**config.mk**
```make
export PLATFORM = sky130hd
export DESIGN_NAME = ed25519_certificate_parser
export DESIGN_NICKNAME = d
export VERILOG_FILES = /design/src/rtl/edcp_pkg.sv /design/src/rtl/edcp_step.sv /design/src/rtl/ed25519_certificate_parser.sv
export SDC_FILE = /design/constraint.sdc
export NUM_CORES = 1
export LEC_CHECK = 0
export ABC_AREA = 1
export BUFFER_PORTS_ARGS = -buffer_cell sky130_fd_sc_hd__buf_2
export CORE_MARGIN = 4
export CORE_UTILIZATION = 50
export CTS_CLUSTER_DIAMETER = 100
export DETAILED_ROUTE_END_ITERATION = 16
export GPL_ROUTABILITY_DRIVEN = 0
export PLACE_DENSITY = 0.69
export SYNTH_ARGS = -nofsm -noshare
export SYNTH_HDL_FRONTEND = slang
export SYNTH_SLANG_ARGS = --single-unit
```
**constraint.sdc**
```tcl
create_clock -name clk -period 6.6 [get_ports clk]
set_clock_uncertainty 0.2 [all_clocks]
set_input_delay 0.66 -clock clk [delete_from_list [all_inputs] [get_ports clk]]
set_output_delay 0.66 -clock clk [all_outputs]
set_load 0.03 [all_outputs]
```
**src/rtl/edcp_pkg.sv**
```systemverilog
// Package for the ed25519 certificate parser: item types, codes and parse state.
package edcp_pkg;

	localparam int KEY_BYTES_DEF      = 32;
	localparam int SIG_BYTES_DEF      = 64;
	localparam int MIN_BYTES_DEF      = 40;
	localparam int MAX_CERT_BYTES_DEF = 1024;

	// The byte count is 16 bits wide, which covers the largest certificate length.
	localparam int POS_W        = 16;
	localparam int KEY_TYPE_POS = 6;

	typedef enum logic [5:0] {
		PH_HEADER   = 6'b000001,
		PH_KEY      = 6'b000010,
		PH_COUNT    = 6'b000100,
		PH_EXT_HDR  = 6'b001000,
		PH_EXT_DATA = 6'b010000,
		PH_TRAIL    = 6'b100000
	} phase_t;

	typedef enum logic [2:0] {
		CLS_HEADER   = 3'd0,
		CLS_KEY      = 3'd1,
		CLS_COUNT    = 3'd2,
		CLS_EXT_HDR  = 3'd3,
		CLS_EXT_DATA = 3'd4,
		CLS_TRAIL    = 3'd5
	} class_t;

	typedef enum logic [2:0] {
		ST_OK        = 3'd0,
		ST_SHORT     = 3'd1,
		ST_VERSION   = 3'd2,
		ST_EXT_TRUNC = 3'd3,
		ST_SIG_SHORT = 3'd4
	} status_t;

	typedef struct packed {
		logic [7:0] cert_byte;
		logic       is_last_byte;
	} item_t;

	typedef struct packed {
		logic [2:0]  byte_class;
		logic [7:0]  extension_index;
		logic [7:0]  extension_type;
		logic [7:0]  extension_flags;
		logic [15:0] extension_length;
		logic        is_done;
		logic [2:0]  status;
		logic [7:0]  cert_version;
		logic [7:0]  cert_kind;
		logic [31:0] expiration_hours;
		logic [7:0]  key_type;
		logic [7:0]  extension_count;
	} result_t;

	typedef struct packed {
		logic [POS_W-1:0] pos;
		phase_t           phase;
		logic [7:0]       ext_left;
		logic [1:0]       hdr_cnt;
		logic [15:0]      data_left;
		logic [7:0]       version;
		logic [7:0]       ctype;
		logic [31:0]      expiry;
		logic [7:0]       key_type;
		logic [7:0]       ext_count;
		logic [15:0]      ext_length;
		logic [7:0]       ext_type;
		logic [7:0]       ext_flags;
	} parse_state_t;

	localparam parse_state_t STATE_RESET = '{
		pos:        '0,
		phase:      PH_HEADER,
		ext_left:   '0,
		hdr_cnt:    '0,
		data_left:  '0,
		version:    '0,
		ctype:      '0,
		expiry:     '0,
		key_type:   '0,
		ext_count:  '0,
		ext_length: '0,
		ext_type:   '0,
		ext_flags:  '0
	};

endpackage

```
**src/rtl/edcp_step.sv**
```systemverilog
// Combinational parse step: next parse state and result for one certificate byte.
module edcp_step #(
	parameter int KEY_BYTES      = edcp_pkg::KEY_BYTES_DEF,
	parameter int SIG_BYTES      = edcp_pkg::SIG_BYTES_DEF,
	parameter int MIN_BYTES      = edcp_pkg::MIN_BYTES_DEF,
	parameter int MAX_CERT_BYTES = edcp_pkg::MAX_CERT_BYTES_DEF
) (
	input  edcp_pkg::parse_state_t st,
	input  edcp_pkg::item_t        item,
	output edcp_pkg::parse_state_t nxt,
	output edcp_pkg::result_t      res
);
	import edcp_pkg::*;

	localparam logic [POS_W-1:0] MAX_POS  = POS_W'(MAX_CERT_BYTES);
	localparam logic [POS_W-1:0] KEY_END  = POS_W'(KEY_TYPE_POS + KEY_BYTES);
	localparam logic [POS_W-1:0] MIN_LEN  = POS_W'(MIN_BYTES);
	localparam logic [POS_W-1:0] SIG_LEN  = POS_W'(SIG_BYTES);

	parse_state_t work;
	class_t       cls;
	status_t      status;
	logic         show_ext;
	logic [7:0]   b;

	always_comb begin
		work     = st;
		cls      = CLS_TRAIL;
		show_ext = 1'b0;
		status   = ST_OK;
		b        = item.cert_byte;

		// Beyond the length limit, bytes are classed trailing and the state stays put.
		if (st.pos < MAX_POS) begin
			case (st.phase)
				PH_HEADER: begin
					cls = CLS_HEADER;
					case (st.pos[2:0])
						3'd0: work.version = b;
						3'd1: work.ctype = b;
						3'd2: work.expiry[31:24] = b;
						3'd3: work.expiry[23:16] = b;
						3'd4: work.expiry[15:8] = b;
						3'd5: work.expiry[7:0] = b;
						default: begin
							work.key_type = b;
							work.phase    = PH_KEY;
						end
					endcase
				end
				PH_KEY: begin
					cls = CLS_KEY;
					if (st.pos >= KEY_END) begin
						work.phase = PH_COUNT;
					end
				end
				PH_COUNT: begin
					cls = CLS_COUNT;
					work.ext_count = b;
					if (b == 8'd0) begin
						work.phase = PH_TRAIL;
					end else begin
						work.ext_left = b;
						work.hdr_cnt  = 2'd0;
						work.phase    = PH_EXT_HDR;
					end
				end
				PH_EXT_HDR: begin
					cls      = CLS_EXT_HDR;
					show_ext = 1'b1;
					case (st.hdr_cnt)
						2'd0: begin
							work.ext_length = {b, 8'd0};
							work.ext_type   = 8'd0;
							work.ext_flags  = 8'd0;
						end
						2'd1: work.ext_length[7:0] = b;
						2'd2: work.ext_type = b;
						default: work.ext_flags = b;
					endcase
					if (st.hdr_cnt == 2'd3) begin
						work.data_left = work.ext_length;
						if (work.ext_length == 16'd0) begin
							work.ext_left = st.ext_left - 8'd1;
							work.hdr_cnt  = 2'd0;
							work.phase    = (work.ext_left == 8'd0) ? PH_TRAIL : PH_EXT_HDR;
						end else begin
							work.phase = PH_EXT_DATA;
						end
					end else begin
						work.hdr_cnt = st.hdr_cnt + 2'd1;
					end
				end
				PH_EXT_DATA: begin
					cls            = CLS_EXT_DATA;
					show_ext       = 1'b1;
					work.data_left = st.data_left - 16'd1;
					if (work.data_left == 16'd0) begin
						work.ext_left = st.ext_left - 8'd1;
						work.hdr_cnt  = 2'd0;
						work.phase    = (work.ext_left == 8'd0) ? PH_TRAIL : PH_EXT_HDR;
					end
				end
				default: cls = CLS_TRAIL;
			endcase
			work.pos = st.pos + POS_W'(1);
		end

		if (item.is_last_byte) begin
			if (work.pos < MIN_LEN) begin
				status = ST_SHORT;
			end else if (work.version == 8'd0) begin
				status = ST_VERSION;
			end else if (work.phase == PH_HEADER || work.phase == PH_KEY ||
				     work.phase == PH_COUNT) begin
				status = ST_SHORT;
			end else if (work.phase == PH_EXT_HDR || work.phase == PH_EXT_DATA) begin
				status = ST_EXT_TRUNC;
			end else if (work.pos < SIG_LEN) begin
				status = ST_SIG_SHORT;
			end else begin
				status = ST_OK;
			end
		end

		res.byte_class       = cls;
		res.extension_index  = show_ext ? (st.ext_count - st.ext_left) : 8'd0;
		res.extension_type   = show_ext ? work.ext_type : 8'd0;
		res.extension_flags  = show_ext ? work.ext_flags : 8'd0;
		res.extension_length = show_ext ? work.ext_length : 16'd0;
		res.is_done          = item.is_last_byte;
		res.status           = status;
		res.cert_version     = work.version;
		res.cert_kind        = work.ctype;
		res.expiration_hours = work.expiry;
		res.key_type         = work.key_type;
		res.extension_count  = work.ext_count;

		// After the final byte the parser starts afresh for the next certificate.
		nxt = item.is_last_byte ? STATE_RESET : work;
	end

endmodule

```
**src/rtl/ed25519_certificate_parser.sv**
```systemverilog
// A byte accepted into the input register passes through the parse step into the result register.
// Throughput: one certificate byte per cycle, with results held while stalled.
// The input register and the result register are separate, so a byte can still be taken
// into an empty input register while a finished result waits downstream.
// Reset clears both valid flags and returns the parse state to the header phase.
// Top level of the streaming ed25519 certificate parser.
module ed25519_certificate_parser #(
	parameter int KEY_BYTES      = edcp_pkg::KEY_BYTES_DEF,
	parameter int SIG_BYTES      = edcp_pkg::SIG_BYTES_DEF,
	parameter int MIN_BYTES      = edcp_pkg::MIN_BYTES_DEF,
	parameter int MAX_CERT_BYTES = edcp_pkg::MAX_CERT_BYTES_DEF
) (
	input  logic              clk,
	input  logic              arst_n,
	input  logic              item_valid,
	output logic              item_stall,
	input  edcp_pkg::item_t   item,
	output logic              result_valid,
	input  logic              result_stall,
	output edcp_pkg::result_t result
);
	import edcp_pkg::*;

	item_t        item_s1;
	logic         valid_s1;
	parse_state_t state_q;
	parse_state_t state_nxt;
	result_t      res_nxt;
	result_t      result_q;
	logic         result_valid_q;
	logic         advance;

	edcp_step #(
		.KEY_BYTES      (KEY_BYTES),
		.SIG_BYTES      (SIG_BYTES),
		.MIN_BYTES      (MIN_BYTES),
		.MAX_CERT_BYTES (MAX_CERT_BYTES)
	) u_step (
		.st   (state_q),
		.item (item_s1),
		.nxt  (state_nxt),
		.res  (res_nxt)
	);

	assign advance    = valid_s1 && (!result_valid_q || !result_stall);
	assign item_stall = valid_s1 && !advance;

	always_ff @(posedge clk or negedge arst_n) begin
		if (!arst_n) begin
			valid_s1       <= 1'b0;
			result_valid_q <= 1'b0;
			state_q        <= STATE_RESET;
		end else begin
			if (!item_stall) begin
				valid_s1 <= item_valid;
			end
			if (advance) begin
				result_valid_q <= 1'b1;
				state_q        <= state_nxt;
			end else if (!result_stall) begin
				result_valid_q <= 1'b0;
			end
		end
	end

	always_ff @(posedge clk) begin
		if (!item_stall && item_valid) begin
			item_s1 <= item;
		end
		if (advance) begin
			result_q <= res_nxt;
		end
	end

	assign result_valid = result_valid_q;
	assign result       = result_q;

endmodule

```
* Yosys cells after proc, flatten, opt, wreduce, memory -nomap -nowiden
Cells that the tools add are included. W data, S select, Z words.
Storage, ports and cells: bits in registers 266, bits of input ports 13, output and inout port bits 113, logic and storage cells 138
Cells by class: add/subtract/negate cells 5, $lt $le $gt $ge 4, eq/ne operators 24, muxes and demuxes 44, bitwise gates (word level) 1, reduce and logical (&&, ||, !) cells 29
Operators by type and width (count):
- $mux W144 | 2
- $mux W8 | 13
- $mux W56 | 1
- $pmux W8 S2 | 3
- $logic_not A16 Y1 | 2
- $mux W16 | 2
- $mux W32 | 1
- $pmux W16 S2 | 1
- $mux W6 | 5
- $pmux W10 S3 | 1
- $pmux W6 S5 | 1
- $logic_not A8 Y1 | 3
- $mux W10 | 2
- $add A16 B1 Y16 const B | 1
- $ge A16 B6 Y1 const B | 1
- $lt A16 B11 Y1 const B | 1
- $lt A16 B6 Y1 const B | 1
- $lt A16 B7 Y1 const B | 1
- $sub A16 B1 Y16 const B | 1
- $pmux W3 S5 | 1
- $mux W14 | 1
- $eq A6 B1 Y1 const B | 2
- $eq A6 B2 Y1 const B | 2
- $eq A6 B3 Y1 const B | 2
- other kinds (32) | 56

* Depth between registers and ports, before layout
depth in word-level cells 15, mapped depth 23, gate-level depth less buffers 23

* By module
Synthesis repeated with hierarchy kept, for this count alone.
Unflattened totals: cells, all modules 1872, area total of the unflattened synthesis 14635.3 um^2
By module, submodules not included:
- ed25519_certificate_parser | times used 1, cells each 755, area each 9369.0 um^2, seq. area each 7258.2 um^2
- edcp_step | times used 1, cells each 1117, area each 5266.3 um^2, seq. area each 0.0 um^2

* Least setup slack after synthesis
No wires, ideal clock.
path kind input to register, start input port result_stall, end register result_q (netlist bit result[0]) (enable), library setup time 0.519 ns, data arrival time 4.257 ns, required time 5.881 ns, setup slack 1.624 ns, cell stages on the path 4, buffers on the path 1, cell sequence nand2_1 -> inv_1 -> nor2_1 -> clkbuf_1
On the way: word-level cells in the longest chain between the ends 3
Ends and longest elaborated chain:
- from (decl) | RTL line ed25519_certificate_parser.sv:19 | input logic result_stall,
- $logic_not A1 Y1
- $logic_or A1 B1 Y1 | RTL line ed25519_certificate_parser.sv:45 | assign advance = valid_s1 && (!result_valid_q || !result_stall);
- $logic_and A1 B1 Y1 | RTL line ed25519_certificate_parser.sv:45
- via advance | RTL line ed25519_certificate_parser.sv:31 | logic advance;
- to (signal assigned) | RTL line ed25519_certificate_parser.sv:71 | result_q <= res_nxt;
- to (decl) | RTL line ed25519_certificate_parser.sv:29 | result_t result_q;
The timed path passes the listed nets, and every way through them passes these cells. A chain may end at the register's enable or synchronous reset.

* Worst setup path in the final report
start register state_q[112] (netlist bit), end register result_q (netlist bit result[64]), data pin
On the way: word-level cells in the longest chain between the ends 15
Ends and longest elaborated chain:
- from (decl) | RTL line ed25519_certificate_parser.sv:26 | parse_state_t state_q;
- from (signal assigned) | RTL line ed25519_certificate_parser.sv:59 | state_q <= state_nxt;
- $eq A2 B1 Y1 / $logic_not A2 Y1 (equally long branches) | RTL line edcp_step.sv:71 | case (st.hdr_cnt)
- $pmux W8 S2 / $mux W8 (equally long branches) | RTL line edcp_step.sv:71
- $mux W8 | RTL line edcp_step.sv:35 | case (st.phase)
- $mux W8 | RTL line edcp_step.sv:34 | if (st.pos < MAX_POS) begin
- $logic_not A16 Y1 | RTL line edcp_step.sv:83 | if (work.ext_length == 16'd0) begin
- $mux W6 | RTL line edcp_step.sv:83
- $mux W14 * | RTL line edcp_step.sv:81 | if (st.hdr_cnt == 2'd3) begin
- $pmux W6 S5 * | RTL line edcp_step.sv:35
- $mux W144 * | RTL line edcp_step.sv:34
- $eq A6 B4 Y1 (tied with other cells) | RTL line edcp_step.sv:117 | end else if (work.phase == PH_EXT_HDR || work.phase == PH_EXT_DATA) begin
- $logic_or A1 B1 Y1, on equally long branches | RTL line edcp_step.sv:117, edcp_step.sv:114
- $mux W2 / $logic_or A1 B1 Y1 (equally long branches) | RTL line edcp_step.sv:117, edcp_step.sv:114
- $mux W2 * | RTL line edcp_step.sv:114 | end else if (work.phase == PH_HEADER || work.phase == PH_KEY ||
- $mux W2 * | RTL line edcp_step.sv:112 | end else if (work.version == 8'd0) begin
- $mux W1 * | RTL line edcp_step.sv:110 | if (work.pos < MIN_LEN) begin
Mark *: on every way between the ends. The rest lies on a longest branch, timed or not. The select of a mux whose other input is x is not followed.

==> flow_summary_export.csv <==
group,metric,value,unit
run_status,outcome,"finished clean",
clock_network,cts_hold_buf,1,
power_and_ir_drop,p_int,3560,uW
synth,ys_seq_area_share,56.3,%
sta,tns,0,ps
floorplanning,rows,58,
sta,maxSlewViolCount,0,
clock_network,clock_latency,550,ps
placed_design,dp.cells,1841,
placed_design,post-dp-hpwl,20.4,mm
synth,synth_edf_count,120,
global_routing,grt_max_degree,189,
clock_network,cts.sinks,266,
power_and_ir_drop,clock_power_share,24.5,%
clock_network,cts.path.max_buffers,3,
synth,synthDistinctLibCells,49,
clock_network,cts_resized,0,
floorplanning,die_y,169,um
sta,max_slew_margin,27.3,%
sta,hold_viol,0,
worst_hold_path,hp-start,"item[2]",
floorplanning,start_util,51.1,%
synth,synth.cell_area,12900,um^2
sta,worst_slew_pin_slew,1090,ps
routing,via_per_inst,5.43,
final_layout,drive_gt1_share,15.3,%
final_layout,fin_cells,1894,
routing,first_pass_iters,5,
power_and_ir_drop,net-switching-power,2340,uW
power_and_ir_drop,power.density,402,nW/um^2
synth,synth_cells,1434,
critical_path,cp-start-kind,"flop",
global_routing,grt_pass1_vias,9744,
critical_path,r2r_cells,19,
placed_design,portBuffers,125,
run,cap_violations,0,
critical_path,crit_path_end_kind,"flop",
final_layout,fillers,2224,
sta,min_period,3290,ps
final_layout,fin_nets,1576,
critical_path,r2r-end,"result[64]",
worst_hold_path,hold_end,"item_s1[2]",
critical_path,arrival,3390,ps
critical_path,r2r_start,"state_q[112]",
sta,rsz0062_at_grt,"false",
power_and_ir_drop,combPwrFrac,37.6,%
final_layout,multi_input_area,4480,um^2
critical_path,crit_fanout,17,
power_and_ir_drop,vdd_drop_max,0.344,mV
synth,synthArstFlopShare,54.9,%
final_layout,antenna-diode-count,0,
global_routing,antenna_found_initial,0,
power_and_ir_drop,p_leak,0.00722,uW
critical_path,required,6690,ps
global_routing,grt_pass1_wl,50.7,mm
clock_network,cts_buffers,28,
final_layout,syn_to_final_growth,13.5,%
routing,wl_met1,13.9,mm
clock_network,cts_max_level,1,
routing,post_drt_wl_per_cell,16.5,um
power_and_ir_drop,p_sw_share,39.6,%
floorplanning,core,25300,um^2
final_layout,final_cell_mix,"291 x nand2_1, 231 x inv_1, 145 x dfrtp_1",
clock_network,root_buffer,"clkbuf_16",
synth,yosys_register_bits,266,
global_routing,track_usage,21.8,%
sta,final.period_utilization,49.9,%
synth,synth.avg_cell_area,9.00,um^2
routing,dr.first_iter.drc_count,1008,
synth,ys_warn_count,0,
synth,synth_ff_type,"dfrtp_1",
worst_hold_path,hold-path-cell-count,1,
final_layout,layout_commonest_cell,"nand2_1",
floorplanning,dieArea,28400,um^2
routing,wl_met3,2.35,mm
floorplanning,chipWidth,169,um
critical_path,critPathLaunch,"state_q[112]",
clock_network,cts_tree,"yes",
routing,via_count,10300,
sta,fmaxAchievable,0.304,GHz
floorplanning,io_pins,126,
sta,setup_viol,0,
routing,wl,31.2,mm
routing,ant_nets,0,
final_layout,final-seq-area,7260,um^2
routing,drc,0,
clock_network,clk_pin_slew,70,ps
global_routing,grt_overflow_total,0,
critical_path,reg2reg_slack,3310,ps
power_and_ir_drop,seqPwrFrac,37.9,%
clock_network,postCtsSetupBuffers,0,
synth,synth_fp_nets,1468,
routing,highest-signal-layer,"met4",
worst_hold_path,hold_class,"in2reg",
routing,met2_length,14.3,mm
critical_path,crit_type,"reg2reg",
-- per-stage QoR --
stage | cell area, um^2 | utilization [%] | total power (uW) | worst slack, ps | hold slack (ps)
after global placement | 13800 | 54.6 | 4410 | 3370 | 250
after global routing | 14600 | 58.0 | 6310 | 2970 | 71.3
after floorplan | 12900 | - | 3950 | 1620 | 164
final | 14600 | 58.0 | 5900 | 3310 | 89.7
after detailed placement | 13800 | 54.6 | 4460 | 3360 | 255
after CTS | 14600 | 58.0 | 5920 | 3350 | 60.4
-- power by group through the flow --
stage,Clock (uW),Combinational [uW],Sequential [uW]
finish,1450,2220,2230
global route,1540,2500,2260
CTS,1480,2210,2230
detailed placement,0,2200,2260
global placement,0,2160,2250
floorplan,0,1460,2490
-- synthesized netlist by cell type, types with 7 or more instances --
master | instances | area, um^2
nand4_1 | 7 | 43.8
clkbuf_1 | 47 | 176
nand2_2 | 17 | 106
o21a_1 | 9 | 67.6
nor2_2 | 13 | 81.3
a21boi_1 | 7 | 52.6
nor2_1 | 112 | 420
dfrtp_1 | 145 | 3630
o21ai_0 | 140 | 701
a21oi_1 | 26 | 130
buf_2 | 9 | 45.0
xor2_1 | 12 | 105
o22ai_1 | 80 | 500
inv_2 | 14 | 52.6
o31ai_1 | 7 | 52.6
a22oi_1 | 16 | 120
edfxtp_1 | 120 | 3600
nand3_1 | 41 | 205
nand2_1 | 291 | 1090
o21ai_1 | 15 | 75.1
ha_1 | 20 | 250
inv_1 | 231 | 867
-- flip-flops by register name, summed over array words and instances, names as in the netlist --
| name | flops |
|---|---|
| item_s1 | 9 |
| state_q | 144 |
| result | 111 |
| result_valid | 1 |
| valid_s1 | 1 |
-- worst max-delay path by stage --
stage,slack [ps],depth (start not counted),to
finish,3310,19,result[64]
global route,2970,21,result[64]
CTS,3350,19,result[64]
detailed placement,3360,10,state_q[10]
global placement,3370,9,result[106]
floorplan,1620,4,result[0]
-- critical path, cell delays in order (launching register included) --
cell and delay, ps:
dfrtp_1 400, inv_1 130, ha_1 580, nor2_4 140
a21boi_1 290, nand2_1 90, nor2_1 120, nand3_1 110
nand2_1 140, nand3_1 90, nand2_1 70, inv_1 50
nand2_1 50, nand2_1 90, nand4_1 90, nand2_1 60
nand2_1 100, nand3_2 100, nand2_2 70, a21oi_2 50
-- area by class of cell --
| type | instances | share of cell area (%) |
|---|---|---|
| Clock buffer | 41 | 5.25 |
| Clock inverter | 11 | 0.470 |
| Inverter | 246 | 6.30 |
| Multi-Input combinational cell | 864 | 30.6 |
| Sequential cell | 266 | 49.6 |
| Tap cell | 330 | 2.82 |
| Timing Repair Buffer | 136 | 4.98 |
-- routing by layer --
layer	track usage (%)	up-vias
met5	0	-
met4	5.05	0
met3	4.18	59
met2	35.0	365
met1	31.1	4914
li1	-	4953
-- logic make-up after synthesis --
kind of cell,Yosys count,synth area share [%]
buf+inv,304,9.05
compound gates,317,14.3
mux,1,0.0776
fa+ha+maj,21,2.09
simple gates,513,17.4
flops,266,56.3
xor+xnor,12,0.815
Power figures use the tool's default switching activity.
